===== config.mk =====
export PLATFORM = sky130hd
export DESIGN_NAME = tcw_queue
export DESIGN_NICKNAME = d
export VERILOG_FILES = /design/src/tcw_pkg.sv /design/src/tcw_queue.sv
export SDC_FILE = /design/constraint.sdc
export NUM_CORES = 1
export LEC_CHECK = 0
export BUFFER_PORTS_ARGS = -buffer_cell sky130_fd_sc_hd__clkbuf_2
export CORE_ASPECT_RATIO = 0.6
export CORE_MARGIN = 2
export CORE_UTILIZATION = 55
export DETAILED_ROUTE_END_ITERATION = 12
export GPL_TIMING_DRIVEN = 0
export PLACE_DENSITY = 0.77
export SYNTH_ARGS = -nofsm -noshare
export SYNTH_HDL_FRONTEND = slang
export SYNTH_SLANG_ARGS = --single-unit

===== constraint.sdc =====
create_clock -name clk -period 2.9 [get_ports clk]
set_clock_uncertainty 0.1 [all_clocks]
set_input_delay 0.29 -clock clk [delete_from_list [all_inputs] [get_ports clk]]
set_output_delay 0.29 -clock clk [all_outputs]
set_load 0.02 [all_outputs]

===== src/tcw_pkg.sv =====
package tcw_pkg;

  localparam int COLS_DEF        = 80;
  localparam int ROWS_DEF        = 25;
  localparam int QUEUE_DEPTH_DEF = 4;

  localparam int MODE_W     = 2;
  localparam int CHAR_W     = 8;
  localparam int RADDR_W    = 11;
  localparam int ROW_OUT_W  = 5;
  localparam int COL_OUT_W  = 7;
  localparam int POS_OUT_W  = 11;
  localparam int CELL_W     = 16;
  // wide enough for any cell address in the supported geometry range
  localparam int ADDR_MAX_W = 16;

  localparam logic [MODE_W-1:0] MODE_PUT   = 2'd0;
  localparam logic [MODE_W-1:0] MODE_CLEAR = 2'd1;
  localparam logic [MODE_W-1:0] MODE_READ  = 2'd2;

  localparam logic [CHAR_W-1:0] CH_NEWLINE   = 8'h0A;
  localparam logic [CHAR_W-1:0] CH_RETURN    = 8'h0D;
  localparam logic [CHAR_W-1:0] CH_BACKSPACE = 8'h08;
  localparam logic [CHAR_W-1:0] CH_SPACE     = 8'h20;
  localparam logic [CHAR_W-1:0] ATTR         = 8'h07;
  localparam logic [CELL_W-1:0] CELL_BLANK   = {ATTR, CH_SPACE};

  typedef enum logic [2:0] {
    OP_NONE,
    OP_WRITE,
    OP_READ,
    OP_SCROLL,
    OP_CLEAR
  } op_t;

  typedef struct packed {
    op_t                   op;
    logic [ADDR_MAX_W-1:0] addr;
    logic [CHAR_W-1:0]     char_code;
    logic [ROW_OUT_W-1:0]  row;
    logic [COL_OUT_W-1:0]  col;
    logic [POS_OUT_W-1:0]  pos;
  } cmd_t;

endpackage


===== src/tcw_queue.sv =====
module tcw_queue import tcw_pkg::*; #(
  parameter int DEPTH = QUEUE_DEPTH_DEF
) (
  input  logic clk,
  input  logic rst,
  input  logic push,
  input  cmd_t push_data,
  output logic full,
  input  logic pop,
  output cmd_t pop_data,
  output logic empty
);

  localparam int IDX_W = $clog2(DEPTH);
  localparam int CNT_W = $clog2(DEPTH + 1);

  cmd_t             entries [DEPTH];
  logic [IDX_W-1:0] wr_ptr;
  logic [IDX_W-1:0] rd_ptr;
  logic [CNT_W-1:0] count;

  assign full     = (count == CNT_W'(DEPTH));
  assign empty    = (count == '0);
  assign pop_data = entries[rd_ptr];

  always_ff @(posedge clk) begin
    if (push) begin
      entries[wr_ptr] <= push_data;
    end
  end

  always_ff @(posedge clk) begin
    if (rst) begin
      wr_ptr <= '0;
      rd_ptr <= '0;
      count  <= '0;
    end else begin
      if (push) begin
        wr_ptr <= (wr_ptr == IDX_W'(DEPTH - 1)) ? '0 : wr_ptr + IDX_W'(1);
      end
      if (pop) begin
        rd_ptr <= (rd_ptr == IDX_W'(DEPTH - 1)) ? '0 : rd_ptr + IDX_W'(1);
      end
      if (push && !pop) begin
        count <= count + CNT_W'(1);
      end else if (pop && !push) begin
        count <= count - CNT_W'(1);
      end
    end
  end

endmodule


==> results of run 1 <==
[cells in the final DEF (no fill, tap or decap), types with 5 or more instances in the layout]
cell,count
dlygate4sd3_1,51
edfxtp_1,200
mux4_2,50
clkbuf_2,105
clkbuf_1,7
ha_1,6
buf_12,5
dfxtp_1,9
buf_16,5
clkbuf_16,19
nor2_1,7
buf_2,5
[sequential cells by signal (all words and copies together), names as in the netlist, named ones only]
register / flops
count: 3
entries: 200
rd_ptr: 2
wr_ptr: 2
[area by class of cell]
type                    instances  area (um^2)  share of cell area
multi-input cells              81         1380               0.142
clock inverters                 6         51.3             0.00530
inverters                       4         15.0             0.00155
flip-flops and latches        209         6190               0.639
repair buffers                161         1170               0.121
plain buffers                  12          140              0.0145
clock buffers                  26          502              0.0518
well taps                     192          240              0.0248
[repair_timing]
action                                  in CTS  in global routing
endpoints found under the hold margin      205                  0
hold buffers                                51                  0
endpoints found under the setup margin       0                  0
resized for setup                            0                  0
[tightest hold or removal path, stage by stage]
cell,delay (ns)
clkbuf_2,0.16
mux2i_1,0.09
nor2_1,0.07
[worst max path at each step]
stage | from | end | slack [ns] | depth (start not counted)
after floorplan | wr_ptr[0] | entries[3][0] | 0.65 | 2
after global placement | wr_ptr[0] | entries[3][42] | -0.18 | 2
after detailed placement | wr_ptr[0] | entries[3][28] | 0.85 | 3
after CTS | register | pop_data[41] | 0.56 | 4
after global routing | register | pop_data[48] | 0.48 | 4
final | register | pop_data[41] | 0.64 | 4
[kinds of logic after synthesis]
family / synth area share
DFF: 0.802
muxes: 0.151
buffers and inverters: 0.0201
and+or+nand+nor: 0.0101
adders and majority gates: 0.0123
AOI/OAI and AO/OA: 0.00195
xor gates and xnor gates: 0.00227
[stage by stage]
stage	utilization	cells	setup slack [ns]	hold WS (ns)	cell area, um^2
floorplan	-	306	0.646	0.259	7710
global placement	0.620	603	-0.182	0.376	8480
detailed placement	0.631	608	0.848	0.397	8620
CTS	0.709	691	0.561	0.0651	9680
global route	0.709	691	0.480	0.103	9680
finish	0.709	691	0.640	0.0748	9680
[power groups by stage]
stage	registers, mW	logic [mW]	clock network [mW]
floorplan	3.55	0.436	0
global placement	3.56	0.651	0
detailed placement	3.56	0.698	0
CTS	3.49	0.756	2.33
global route	3.50	0.801	2.44
finish	3.49	0.746	2.28
[layer usage]
metal,global-route usage,share of wire,wire [um]
met5,0,0,0
met1,0.262,0.44,6000
met2,0.310,0.48,6600
met4,0.0451,0.015,206
met3,0.0450,0.064,880
==> flow_summary.json, run 1 <==
{
  "synth_top_area_cell": "edfxtp_1",
  "synth_area_um2": 7710,
  "yosysMostFrequentCell": "edfxtp_1",
  "r2r-start": "wr_ptr[0]",
  "crit_required_ns": 2.51,
  "layout-drive-gt1-share": 0.395,
  "cpPeakStageDelay_ns": 0.38,
  "num_rows": 33,
  "hold_path.class": "in -> reg",
  "dieHeight_um": 95.7,
  "switchingPower_mw": 1.43,
  "arrival_ns": 1.87,
  "leakage_nw": 3.38,
  "clkTransAtPathRegs_ns": 0.06,
  "postCtsSetupBuffers": 0,
  "port-buffer-count": 105,
  "comb_power_share": 0.114,
  "fin_nets": 549,
  "relSlewSlack": 0.379,
  "route.detailed.drc": 0,
  "clock-root-buffer": "clkbuf_16",
  "cts-buffers-inserted": 19,
  "grt_start_max_net_pins": 32,
  "cp-start-kind": "register",
  "worstHoldEndpoint": "wr_ptr[0]",
  "gp_congestion": 0.692,
  "cp_top_family": "buffers and inverters",
  "drt_iter0_drc": 212,
  "ys.flop_type": "edfxtp_1",
  "antenna_found_initial": 0,
  "n_antenna_cell": 0,
  "synth_seq_cells": 209,
  "wl_mm": 13.7,
  "power_frac_clock": 0.350,
  "firstDrtPassIters": 4,
  "syn_inst": 306,
  "ios": 106,
  "slowest_stage": "mux4_2",
  "cp-end-kind": "output pin",
  "worstSkewPairLatency_ns": 0.47,
  "hold_path_depth": 3,
  "r2r_cells": 3,
  "synth_area_leaders": "edfxtp_1, mux4_2, dfxtp_1",
  "routed_via_density": 5.37,
  "critPathMaxFanout": 10,
  "ys_seq_area_frac": 0.802,
  "fin_crit_ns": 2.26,
  "setup_tns_ns": 0,
  "worstPathCellList": "buf_1 -> buf_2 -> mux4_2 -> clkbuf_2",
  "vdd_ir_drop_max_mv": 0.434,
  "grt_pass1_vias": 3874,
  "critical_path_class": "reg -> out",
  "synth_nets": 367,
  "outcome": "finished clean",
  "dp_hpwl_mm": 8.41,
  "globalRouteOverflowTotal": 0,
  "die_w_um": 157,
  "drv_slew": 0,
  "r2r_end": "entries[3][25]",
  "clkSinkCount": 209,
  "clockBufferDepth": 3,
  "power.density_nw_per_um2": 673,
  "synth_edf_count": 200,
  "vias": 3713,
  "worst-path-buf-inv": 3,
  "fmax_ghz": 0.442,
  "grt_first_pass_wirelength_mm": 20.8,
  "worstHoldStart": "push",
  "grt_usage": 0.188,
  "synth_common_cells": "edfxtp_1, mux4_2, dfxtp_1",
  "final_antenna_net_count": 0,
  "finalHoldViolCount": 0,
  "p_int_mw": 5.09,
  "min_period_over_period": 0.779,
  "synth.top_cell.area_share": 0.779,
  "finalSetupViolations": 0,
  "worst_pin_slew_ns": 0.932,
  "cts_tree": "done",
  "area_growth_pct": 25.6,
  "sequentialPowerShare": 0.536,
  "drv_cap": 0,
  "htree_num_levels": 1,
  "swShare": 0.219,
  "coreArea_um2": 13700,
  "yosysUniqueCellTypes": 19,
  "r2r_slack_ns": 0.85,
  "wire_per_inst_um": 19.8,
  "die-area_um2": 15000,
  "rsz0062_at_grt": "no",
  "nFillCells": 837,
  "syn_avg_cell_area_um2": 25.2,
  "initial_core_util": 0.564,
  "p_total_mw": 6.52,
  "synth_warnings": 0,
  "async_flop_share": 0
}
Power figures use the tool's default switching activity.
==> inputs of run 2 (changes only) <==
--- a/config.mk
+++ b/config.mk
@@ -5,6 +5,7 @@
 export SDC_FILE = /design/constraint.sdc
 export NUM_CORES = 1
 export LEC_CHECK = 0
+export ABC_AREA = 1
 export BUFFER_PORTS_ARGS = -buffer_cell sky130_fd_sc_hd__clkbuf_2
 export CORE_ASPECT_RATIO = 0.6
 export CORE_MARGIN = 2
==> constraint.sdc (replaced) <==
create_clock -name clk -period 2.2 [get_ports clk]
set_clock_uncertainty 0.1 [all_clocks]
set_input_delay 0.22 -clock clk [delete_from_list [all_inputs] [get_ports clk]]
set_output_delay 0.22 -clock clk [all_outputs]
set_load 0.02 [all_outputs]
==> run 2 against run 1 <==
  * Combinational power up 53%
  * Synthesized cell count increased by 77%
  * Hold slack improved by 0.32 ns
  * Utilization rose by 0.086 points
  * Global-route usage is 3.7 points higher
  * Via count increased by 37%
  * Total power grew 32%
  * First-iteration DRC count rose by 120%
  * Worst setup slack worse by 0.56 ns
  * Critical path type unchanged
  * Flip-flop and latch count stayed put
==> flow_summary.json, run 2 <==
{
  "outcome": "finished clean",
  "r2r_slack_ns": 0.37,
  "fin_nets": 785,
  "synth_area_leaders": "edfxtp_1, nor2_1, o21ai_1",
  "clkSinkCount": 209,
  "area_growth_pct": 24.4,
  "drv_slew": 0,
  "whs_ns": 0.398,
  "arrival_ns": 1.80,
  "comb_power_share": 0.133,
  "die_w_um": 159,
  "synth.top_cell.area_share": 0.761,
  "worst_slack_ns": 0.0757,
  "cp-start-kind": "register",
  "routed_via_density": 5.48,
  "cts_tree": "done",
  "yosysMostFrequentCell": "edfxtp_1",
  "fmax_ghz": 0.471,
  "antenna_found_initial": 0,
  "largest_reg_flops": 200,
  "switchingPower_mw": 2.06,
  "cp_top_family": "buffers and inverters",
  "synth_seq_cells": 209,
  "ys.flop_type": "edfxtp_1",
  "worst_pin_slew_ns": 0.561,
  "route.detailed.drc": 0,
  "power.density_nw_per_um2": 874,
  "clockBufferDepth": 3,
  "leakage_nw": 3.60,
  "min_period_over_period": 0.966,
  "coreArea_um2": 13800,
  "wl_mm": 17.0,
  "syn_inst": 542,
  "wire_per_inst_um": 18.4,
  "cpPeakStageDelay_ns": 0.34,
  "dp_hpwl_mm": 10.3,
  "ys_seq_area_frac": 0.784,
  "hold_path.class": "in -> reg",
  "clkTransAtPathRegs_ns": 0.07,
  "synth_nets": 603,
  "drv_cap": 0,
  "port-buffer-count": 105,
  "vdd_ir_drop_max_mv": 0.589,
  "worstSkewPairLatency_ns": 0.47,
  "worst-path-buf-inv": 3,
  "fin_crit_ns": 2.12,
  "vias": 5078,
  "htree_num_levels": 1,
  "n_antenna_cell": 0,
  "final_cell_mix": "edfxtp_1, nor2_1, clkbuf_2",
  "power_frac_clock": 0.332,
  "syn_avg_cell_area_um2": 14.6,
  "p_int_mw": 6.51,
  "gp_congestion": 0.742,
  "synth_top_area_cell": "edfxtp_1",
  "initial_core_util": 0.571,
  "finalSetupViolations": 0,
  "clock-root-buffer": "clkbuf_16",
  "grt_first_pass_wirelength_mm": 26.2,
  "final_antenna_net_count": 0,
  "critical_path_class": "reg -> out",
  "crit_required_ns": 1.88,
  "relSlewSlack": 0.625,
  "synth_edf_count": 200,
  "largest_register": "entries",
  "firstDrtPassIters": 5,
  "critPathMaxFanout": 10,
  "grt_usage": 0.225,
  "pre_cts_slack_ns": 0.387,
  "dieHeight_um": 96.8,
  "rsz0062_at_grt": "no",
  "yosysUniqueCellTypes": 21,
  "cts-buffers-inserted": 18,
  "layout-drive-gt1-share": 0.237,
  "die-area_um2": 15400,
  "top_regs": "entries: 200 flops, count: 3 flops",
  "globalRouteOverflowTotal": 0,
  "swShare": 0.241,
  "num_rows": 33,
  "grt_start_max_net_pins": 36,
  "synth_area_um2": 7890,
  "sequentialPowerShare": 0.536,
  "worstPathCellList": "buf_6 -> buf_2 -> nor2_1 -> o22ai_1 -> clkbuf_2",
  "ios": 106,
  "setup_tns_ns": 0,
  "async_flop_share": 0,
  "synth_common_cells": "edfxtp_1, nor2_1, o21ai_1",
  "final_common_cell": "edfxtp_1",
  "layout.cells.non_filler": 926,
  "slowest_stage": "dfxtp_1",
  "cp-end-kind": "output pin",
  "grt_pass1_vias": 5195,
  "postLayoutCoreUtil": 0.709,
  "synth_warnings": 0,
  "dpl.cell_count": 843,
  "drt_iter0_drc": 473,
  "finalHoldViolCount": 0
}
-- run 2: changes by cell type in the layout (fill, tap and decap cells not counted), moves of 7 or more --
cell	before	now
buf_6	1	9
o21ai_0	1	34
nand2_1	0	8
o22ai_1	0	48
inv_2	0	7
o21ai_1	0	69
nor2_1	7	108
mux4_2	50	0
-- run 2: worst min-delay path, delay by kind of cell --
| family | cells | cell delay, ns |
|---|---|---|
| buffers and inverters | 2 | 0.65 |
| AND/OR/NAND/NOR | 1 | 0.05 |
-- run 2: final timing paths --
| path | endpoint | startpoint | depth (start not counted) |
|---|---|---|---|
| setup / recovery | pop_data[1] | register | 5 |
| hold / removal | count[0] | rst | 3 |
| setup reg to reg | entries[0][44] | wr_ptr[0] | 5 |
| hold reg to reg | wr_ptr[1] | wr_ptr[1] | 2 |
-- run 2: power by group through the flow --
| stage | Combinational (mW) | Clock [mW] | Sequential [mW] |
|---|---|---|---|
| CTS | 1.13 | 2.89 | 4.59 |
| detailed placement | 1.05 | 0 | 4.68 |
| global route | 1.23 | 3.04 | 4.61 |
| global placement | 0.988 | 0 | 4.68 |
| finish | 1.14 | 2.84 | 4.59 |
| floorplan | 0.630 | 0 | 4.67 |
-- run 2: area by class of cell --
type / instances / area [um^2]
inverter: 16 / 67.6
clock inverter: 8 / 35.0
buffer: 31 / 234
tap: 192 / 240
clock buffer: 22 / 487
multi-input combinational: 286 / 1430
fill: 947 / 4020
timing repair buffer: 162 / 1140
sequential: 209 / 6190
-- run 2: cell families after synthesis --
logic type | Yosys count | share of synthesized area
buf+inv | 47 | 0.0369
xor+xnor | 1 | 0.00111
flops | 209 | 0.784
fa+ha+maj | 7 | 0.0120
compound gates | 156 | 0.107
simple gates | 122 | 0.0591
-- run 2: per-layer routing --
| layer | GRT usage | part of all wire |
|---|---|---|
| met1 | 0.305 | 0.41 |
| met2 | 0.375 | 0.49 |
| met3 | 0.0390 | 0.080 |
| met4 | 0.0714 | 0.021 |
| met5 | 0 | 0 |
-- run 2: per-stage QoR --
stage / power [mW] / instance area [um^2]
finish: 8.57 / 9810
global route: 8.88 / 9810
CTS: 8.61 / 9800
detailed placement: 5.72 / 8740
global placement: 5.67 / 8660
floorplan: 5.30 / 7890
-- run 2: repair_timing --
action / in CTS / in global routing
resized for setup: 2 / 8
setup buffers: 0 / 0
endpoints found under the hold margin: 208 / 0
endpoints found under the setup margin: 8 / 18
hold buffers: 53 / 0
gates cloned: 0 / 0
