[src/tcw_pkg.sv]
package tcw_pkg;

  localparam int COLS_DEF        = 80;
  localparam int ROWS_DEF        = 25;
  localparam int QUEUE_DEPTH_DEF = 4;

  localparam int MODE_W     = 2;
  localparam int CHAR_W     = 8;
  localparam int RADDR_W    = 11;
  localparam int ROW_OUT_W  = 5;
  localparam int COL_OUT_W  = 7;
  localparam int POS_OUT_W  = 11;
  localparam int CELL_W     = 16;
  // wide enough for any cell address in the supported geometry range
  localparam int ADDR_MAX_W = 16;

  localparam logic [MODE_W-1:0] MODE_PUT   = 2'd0;
  localparam logic [MODE_W-1:0] MODE_CLEAR = 2'd1;
  localparam logic [MODE_W-1:0] MODE_READ  = 2'd2;

  localparam logic [CHAR_W-1:0] CH_NEWLINE   = 8'h0A;
  localparam logic [CHAR_W-1:0] CH_RETURN    = 8'h0D;
  localparam logic [CHAR_W-1:0] CH_BACKSPACE = 8'h08;
  localparam logic [CHAR_W-1:0] CH_SPACE     = 8'h20;
  localparam logic [CHAR_W-1:0] ATTR         = 8'h07;
  localparam logic [CELL_W-1:0] CELL_BLANK   = {ATTR, CH_SPACE};

  typedef enum logic [2:0] {
    OP_NONE,
    OP_WRITE,
    OP_READ,
    OP_SCROLL,
    OP_CLEAR
  } op_t;

  typedef struct packed {
    op_t                   op;
    logic [ADDR_MAX_W-1:0] addr;
    logic [CHAR_W-1:0]     char_code;
    logic [ROW_OUT_W-1:0]  row;
    logic [COL_OUT_W-1:0]  col;
    logic [POS_OUT_W-1:0]  pos;
  } cmd_t;

endpackage

[src/tcw_front.sv]
module tcw_front import tcw_pkg::*; #(
  parameter int COLS = COLS_DEF,
  parameter int ROWS = ROWS_DEF
) (
  input  logic               clk,
  input  logic               rst,
  input  logic               in_valid,
  output logic               in_ready,
  input  logic [MODE_W-1:0]  mode,
  input  logic [CHAR_W-1:0]  char_code,
  input  logic [RADDR_W-1:0] read_address,
  input  logic               init_busy,
  input  logic               q_full,
  output logic               q_push,
  output cmd_t               q_data
);

  localparam int CELL_COUNT    = COLS * ROWS;
  localparam int ROW_W         = $clog2(ROWS);
  localparam int COL_W         = $clog2(COLS);
  localparam int ADDR_W        = $clog2(CELL_COUNT);
  localparam int LAST_ROW_BASE = (ROWS - 1) * COLS;

  logic [ROW_W-1:0]  row;
  logic [COL_W-1:0]  col;
  logic [ADDR_W-1:0] pos;
  logic [ROW_W-1:0]  row_next;
  logic [COL_W-1:0]  col_next;
  logic [ADDR_W-1:0] pos_next;
  op_t               op;
  logic [ADDR_W-1:0] addr;
  logic [CHAR_W-1:0] ch;
  logic              bottom;

  assign in_ready = !q_full && !init_busy;
  assign q_push   = in_valid && in_ready;
  assign bottom   = (row == ROW_W'(ROWS - 1));

  always_comb begin
    row_next = row;
    col_next = col;
    pos_next = pos;
    op       = OP_NONE;
    addr     = '0;
    ch       = char_code;
    case (mode)
      MODE_PUT: begin
        case (char_code)
          CH_NEWLINE: begin
            col_next = '0;
            if (bottom) begin
              op       = OP_SCROLL;
              pos_next = ADDR_W'(LAST_ROW_BASE);
            end else begin
              row_next = row + ROW_W'(1);
              pos_next = pos - ADDR_W'(col) + ADDR_W'(COLS);
            end
          end
          CH_RETURN: begin
            col_next = '0;
            pos_next = pos - ADDR_W'(col);
          end
          CH_BACKSPACE: begin
            if (col != '0) begin
              col_next = col - COL_W'(1);
              pos_next = pos - ADDR_W'(1);
              op       = OP_WRITE;
              addr     = pos - ADDR_W'(1);
              ch       = CH_SPACE;
            end
          end
          default: begin
            op   = OP_WRITE;
            addr = pos;
            if (col == COL_W'(COLS - 1)) begin
              col_next = '0;
              if (bottom) begin
                pos_next = pos - ADDR_W'(COLS - 1);
              end else begin
                row_next = row + ROW_W'(1);
                pos_next = pos + ADDR_W'(1);
              end
            end else begin
              col_next = col + COL_W'(1);
              pos_next = pos + ADDR_W'(1);
            end
          end
        endcase
      end
      MODE_CLEAR: begin
        op       = OP_CLEAR;
        row_next = '0;
        col_next = '0;
        pos_next = '0;
      end
      MODE_READ: begin
        if (32'(read_address) < CELL_COUNT) begin
          op   = OP_READ;
          addr = ADDR_W'(read_address);
        end
      end
      default: begin
        op = OP_NONE;
      end
    endcase
  end

  always_comb begin
    q_data.op        = op;
    q_data.addr      = ADDR_MAX_W'(addr);
    q_data.char_code = ch;
    q_data.row       = ROW_OUT_W'(row_next);
    q_data.col       = COL_OUT_W'(col_next);
    q_data.pos       = POS_OUT_W'(pos_next);
  end

  always_ff @(posedge clk) begin
    if (rst) begin
      row <= '0;
      col <= '0;
      pos <= '0;
    end else if (q_push) begin
      row <= row_next;
      col <= col_next;
      pos <= pos_next;
    end
  end

endmodule

[config.mk]
export PLATFORM = sky130hd
export DESIGN_NAME = tcw_front
export DESIGN_NICKNAME = d
export VERILOG_FILES = /design/src/tcw_pkg.sv /design/src/tcw_front.sv
export SDC_FILE = /design/constraint.sdc
export NUM_CORES = 1
export LEC_CHECK = 0
export ABC_AREA = 1
export BUFFER_PORTS_ARGS = -buffer_cell sky130_fd_sc_hd__buf_2
export CAP_MARGIN = 0
export CORE_MARGIN = 3
export CORE_UTILIZATION = 45
export DETAILED_ROUTE_END_ITERATION = 8
export PLACE_DENSITY = 0.72
export SYNTH_ARGS = -nofsm -noshare
export SYNTH_HDL_FRONTEND = slang
export SYNTH_SLANG_ARGS = --single-unit
[constraint.sdc]
create_clock -name clk -period 4.22 [get_ports clk]
set_input_delay 1.266 -clock clk [delete_from_list [all_inputs] [get_ports clk]]
set_output_delay 1.266 -clock clk [all_outputs]
set_load 0.02 [all_outputs]
==> impl_results.md, run 1 <==
- Status: finished clean
- Synth area leaders: nand2_1, dfxtp_1, inv_1, o21ai_0, nand3_1
- Worst path top cell family by delay: buffers and inverters
- Nets: 737
- Detail Placement HPWL: 9761 um
- Port buffer count: 72
- Critical Path, Cell by Cell: buf_2 -> nor2_2 -> nand2_1 -> inv_2 -> nand3_4 -> buf_6 -> nor2_4 -> buf_4 -> buf_4 -> a22oi_1 -> nand3_1 -> nand2_1 -> o21ai_2 -> buf_4
- Unrepaired setup endpoints after global routing: yes
- CTS tree: done
- Pin count of the biggest net entering global routing: 43
- WL met1: 5642 um
- Area of the multi-input gates: 2706 um^2
- Vias: 4449
- Share of the synthesized area in the top cell type: 13.55%
- Sinks on Clock Net: 23
- Die ar.: 9046 um^2
- Slew Viols, Final: 0
- Max Root-Sink Buffers: 2
- Ys Warns: 0
- Power density cells: 196.2 nW/um^2
- # hold bufs at CTS: 0
- Post-route cell area: 4420 um^2
- DRT iter0 DRCs: 274
- Seq cells post-synth: 23
- Gate Count Post-Synth: 613
- Post-synth top flop: dfxtp_1
- DP Area: 4054 um^2
- TritonCTS Buffers: 3
- Row count: 31
- Area grow syn2layout: 23.70%
- Seq/Total Area, Yosys: 12.89%
- Final worst slack: 0.1077 ns
- Drt drc: 0
- CP most frequent cell: buf_4
- Reg area: 474.2 um^2
- Leading cell types in the layout, fill and taps excluded: nand2_1, inv_1, buf_2, o21ai_0, nand3_1
- Leak Pwr: 2.275 nW
- First-pass GRT wire length: 20370 um
- Vias per cell: 5.610
- Ant diodes: 0
- Layout cells sized above 1: 27.09%
- Commonest non-fill, non-tap cell in the layout: nand2_1
- Wire length per cell: 16.23 um
- Detail Route Antenna Nets: 0
- Die X: 95.11 um
- Setup_tns: 0 ns
- CP Data Required Time: 2.95 ns
- Core Footprint: 7486 um^2
- CP startpoint kind: input pin
- Post-synth EDFFs: 0
- Yosys top cell by area: nand2_1
- I/O pin count: 78
- Vias in the first global route: 4144
- Final GP Congestion: 0.9739
- Met3 wire length: 865 um
- DRT Wirelength: 12870 um
- Root Driver: clkbuf_8
- Uppermost layer routed: met4
- Total track usage: 28.51%
- Async SR Flop Fraction: 0%
- Fillers: 796
- Skew-Pair Late Insertion Delay: 0.29 ns
- Initial antenna violation count: 0
- Fin crit period: 4.112 ns
- 1st-pass router iterations: 5
- Max-cap violations: 0
- CP bufs+invs: 6
- Slew margin rel.: 65.23%
- Tot Pwr: 0.8671 mW
- Clock transition at path regs: 0.11 ns
- Largest vdd supply drop: 0.0001385 V
- Syn avg cell area: 5.829 um^2
- Final Setup Violations: 0
- Initial Util: 47.74%
- Final hold vios: 0
- Final period util: 97.45%
- Setup Skew: 0.006914 ns
- CP max FO: 4
- Crit path capture type: primary output
- Slew @ Worst Pin: 0.5215 ns
- Total gr overflow: 0
- Die height: 95.11 um
- Crit path DAT: 2.85 ns
- Mapped Area: 3573 um^2
- Cell variety after synth: 51
- Place WS: 0.1016 ns
- Highest achievable clock rate: 243.2 MHz
- Critical path class: input pin to primary output
- HP Class: register to register
- Met2 Wirelength: 6110 um
- H-tree Lvls: 1
- Slowest cell on the critical path: nor2_4
- Largest stage delay, worst path: 0.17 ns
-- cell type report --
type	count	share of cell area [%]
Clock buffer	3	0.9341
Clock inverter	1	0.1132
Inverter	96	8.576
Multi-Input combinational cell	463	61.22
Sequential cell	23	10.73
Tap cell	99	2.802
Timing Repair Buffer	108	15.62
-- state kept, by name, summed over array words and instances (netlist names) --
name / cells
pos: 11
col: 7
row: 5
-- where the power goes --
part | total (mW) | leakage [nW] | switching, mW | internal [mW]
clock network | 0.161 | 0.0255 | 0.0942 | 0.0666
logic | 0.460 | 2.06 | 0.298 | 0.162
registers | 0.246 | 0.192 | 0.0178 | 0.228
total | 0.867 | 2.27 | 0.410 | 0.457
-- Yosys cell counts (all sizes together), types with 7 or more instances --
| library cell | count |
|---|---|
| ha | 15 |
| dfxtp | 23 |
| o21ai | 83 |
| o22ai | 9 |
| nand4 | 13 |
| buf | 17 |
| inv | 94 |
| nand2 | 133 |
| nor2 | 48 |
| nand3 | 52 |
| xor2 | 20 |
| a21oi | 46 |
| clkbuf | 18 |
| nor3 | 7 |
-- path summary, 6_finish.rpt --
check	start	slack, ns	cells after the start	end
hold reg to reg	col[6]$_SDFFE_PP0P_	0.65	4	col[6]$_SDFFE_PP0P_
hold / removal	col[6]$_SDFFE_PP0P_	0.65	4	col[6]$_SDFFE_PP0P_
setup / recovery	char_code[4]	0.11	14	q_data[5]
setup reg to reg	pos[0]$_SDFFE_PP0P_	1.74	21	pos[10]$_SDFFE_PP0P_
-- cells by family after synthesis --
group / Yosys count / synth area share, %
buf+inv: 131 / 16.21
flops: 23 / 12.89
xor+xnor: 22 / 5.392
fa+ha+maj: 16 / 5.812
simple gates: 259 / 34.52
other cells: 1 / 0.1049
compound gates: 161 / 25.07
-- stage by stage --
step           util (%)  hold WS, ns  std cells
2_1_floorplan         -       0.5935        617
3_3_place_gp      54.15       0.6566        777
3_5_place_dp      54.15       0.6651        777
4_1_cts           55.01       0.6815        781
6_report          59.05       0.6507        793
5_1_grt           59.05       0.7380        793
-- layer usage --
metal / vias up / GRT usage [%]
met5: - / 0
met4: 0 / 9.255
met3: 24 / 3.157
met2: 199 / 47.99
met1: 2037 / 37.79
li1: 2189 / -
-- worst reg2reg max path: stages (launching register included) --
cell	delay, ns
dfxtp_2	0.34
inv_1	0.07
ha_4	0.18
fa_2	0.41
nand3b_1	0.20
nand2_2	0.10
nand2_1	0.07
nand2_2	0.12
ha_4	0.14
inv_1	0.03
nand2_1	0.09
nand2_2	0.08
inv_2	0.07
nand2_1	0.05
nand2_1	0.05
nand2_1	0.04
nand2_1	0.06
nand2_2	0.06
nand2_2	0.06
nand3_1	0.06
nand2_1	0.06
inv_1	0.04
-- timing repair --
action,CTS,global route
gates resized for setup,3,58
hold endpoints to repair,0,0
pin swaps,0,10
buffers inserted,0,11
setup endpoints to repair,2,20
cloned,0,1
No activity file was read; power rests on OpenSTA's default activity.
==> run 2, diff against run 1 <==
REMOVE_ABC_BUFFERS = 1   (was default)
==> run 2 against run 1 <==
Compared with the run above: combinational power about the same; first-iteration DRC count rose by 49%; maximum frequency grew 0.94%; power is essentially flat; count of clock-buffer cells in the layout did not move; sequential share of layout area up 0.32 points; sequential power about the same; critical path depth down 2; clock power about the same; die area did not move; worst hold slack better by 0.011 ns; global-route usage is 1.2 points lower.
==> impl_results.md, run 2 (same netlist as run 1, synthesis figures left out) <==
- Nets: 736 (-0.14%)
- 1st-pass router iterations: 5 (unchanged)
- Initial Util: 47.74% (unchanged)
- Final GP Congestion: 0.9475 (-2.7%)
- H-tree Lvls: 1 (unchanged)
- Commonest non-fill, non-tap cell in the layout: nand2_1
- Max FFs per register: 11 (unchanged)
- Unrepaired setup endpoints after global routing: yes
- Port buffer count: 72 (unchanged)
- Total gr overflow: 0 (unchanged)
- Biggest regs: pos x11, col x7, row x5
- Root Driver: clkbuf_8
- DRT Wirelength: 12610 um (-2.0%)
- Register bank with the most flops: pos
- Crit path DAT: 2.81 ns (-0.04 ns)
- Drt drc: 0 (unchanged)
- Tot Pwr: 0.8670 mW (about the same)
- Area grow syn2layout: 21.43%
- Vias in the first global route: 4009 (-3.3%)
- Wire length per cell: 15.92 um (-1.9%)
- Final Setup Violations: 0 (unchanged)
- CP startpoint kind: input pin
- Pin count of the biggest net entering global routing: 43 (unchanged)
- CTS tree: done
- # hold bufs at CTS: 0 (unchanged)
- Critical path class: input pin to primary output
- TritonCTS Buffers: 3 (unchanged)
- Die height: 95.11 um (unchanged)
- First-pass GRT wire length: 19590 um (-3.8%)
- Leading cell types in the layout, fill and taps excluded: nand2_1, inv_1, buf_2, o21ai_0, nand3_1
- Post-route non-filler standard cell count: 792 (-0.13%)
- Detail Route Antenna Nets: 0 (unchanged)
- Sinks on Clock Net: 23 (unchanged)
- Fin crit period: 4.074 ns (-0.03815 ns)
- Final period util: 96.54% (-0.90 points)
- Skew-Pair Late Insertion Delay: 0.29 ns (about the same)
- Slew Viols, Final: 0 (unchanged)
- WHS: 0.6613 ns (+0.01060 ns)
- Highest achievable clock rate: 245.5 MHz (+0.94%)
- Vias: 4468 (+0.43%)
- Status: finished clean
- Reg area: 479.2 um^2 (+1.1%)
- Core Footprint: 7486 um^2 (unchanged)
- Power density cells: 199.8 nW/um^2 (+1.9%)
- Row count: 31 (unchanged)
- Final hold vios: 0 (unchanged)
- Detail Placement HPWL: 9645 um (-1.2%)
- Clock transition at path regs: 0.11 ns (about the same)
- Total track usage: 27.26% (-1.2 points)
- Area of the multi-input gates: 2661 um^2 (-1.7%)
- Ant diodes: 0 (unchanged)
- Crit path capture type: primary output
- DRT iter0 DRCs: 407 (+49%)
- CP Data Required Time: 2.95 ns (about the same)
- Max-cap violations: 0 (unchanged)
- Vias per cell: 5.641 (+0.55%)
- Fillers: 762 (-4.3%)
- Inst Count DP: 779 (+0.26%)
- Largest vdd supply drop: 0.0001143 V (-18%)
- Leak Pwr: 2.252 nW (-1.0%)
- I/O pin count: 78 (unchanged)
- Die X: 95.11 um (unchanged)
- Slew @ Worst Pin: 0.5590 ns (+0.03752 ns)
- Setup Skew: 0.007295 ns (+0.0003810 ns)
- Slew margin rel.: 62.73% (-2.5 points)
- Die ar.: 9046 um^2 (unchanged)
- Max Root-Sink Buffers: 2 (unchanged)
- Initial antenna violation count: 0 (unchanged)
- CP max FO: 8 (+4)
- Layout cells sized above 1: 26.41% (-0.68 points)
- HP Class: register to register
[run 2: cell types whose count changed in the layout (fill, tap and decap cells not counted), sizes merged]
cell / before / now
inv: 93 / 92
clkinv: 3 / 1
clkinvlp: 1 / 4
clkbuf: 4 / 3
[run 2: worst max-delay path, cell delays in order]
cell	delay [ns]
buf_2	0.10
nor2_1	0.09
nand2_1	0.07
inv_2	0.11
nand3_4	0.11
buf_4	0.18
nor2_4	0.09
inv_2	0.10
o21ai_0	0.23
o21ai_1	0.09
o22ai_1	0.16
buf_2	0.20
[run 2: area by class of cell]
| class | instances | share of cell area, % |
|---|---|---|
| clock buffers | 3 | 0.9516 |
| multi-input cells | 463 | 61.33 |
| well taps | 99 | 2.855 |
| inverters | 96 | 8.852 |
| flip-flops and latches | 23 | 11.04 |
| repair buffers | 107 | 14.79 |
| clock inverters | 1 | 0.1730 |
[run 2: power by group]
part / total, mW / internal [mW] / switching, mW
logic: 0.460 / 0.163 / 0.297
registers: 0.246 / 0.228 / 0.0184
clock network: 0.161 / 0.0674 / 0.0935
[run 2: stage by stage]
| step | setup WS [ns] | instance area (um^2) | setup TNS [ns] | util (%) |
|---|---|---|---|---|
| final | 0.1459 | 4339 | 0 | 57.96 |
| after global routing | -0.01169 | 4339 | -0.01934 | 57.96 |
| after CTS | 0.00005107 | 4121 | 0 | 55.06 |
| after detailed placement | 0.09843 | 4056 | 0 | 54.19 |
| after global placement | 0.1610 | 4056 | 0 | 54.19 |
| after floorplan | -0.05716 | 3377 | -0.1747 | - |
[run 2: layer usage]
layer | vias to the layer above | global-route usage (%) | part of all wire (%)
met5 | - | 0 | 0
met1 | 2055 | 37.23 | 44
met2 | 208 | 45.95 | 47
li1 | 2190 | - | -
met3 | 15 | 2.526 | 7.2
met4 | 0 | 6.731 | 1.6
[run 2: path summary, 6_finish.rpt]
check                                            end           startpoint  slack, ns  cells after the start
worst max-delay path                       q_data[3]         char_code[4]       0.15                     12
worst min-delay path             col[6]$_SDFFE_PP0P_  col[6]$_SDFFE_PP0P_       0.66                      4
worst max register to register  pos[10]$_SDFFE_PP0P_  pos[0]$_SDFFE_PP0P_       1.69                     21
worst min register to register   col[6]$_SDFFE_PP0P_  col[6]$_SDFFE_PP0P_       0.66                      4
[run 2: repair_timing]
item / CTS / global route
endpoints found under the setup margin: 2 / 13
resized for setup: 2 / 51
pin swaps: 0 / 3
buffers inserted: 0 / 9
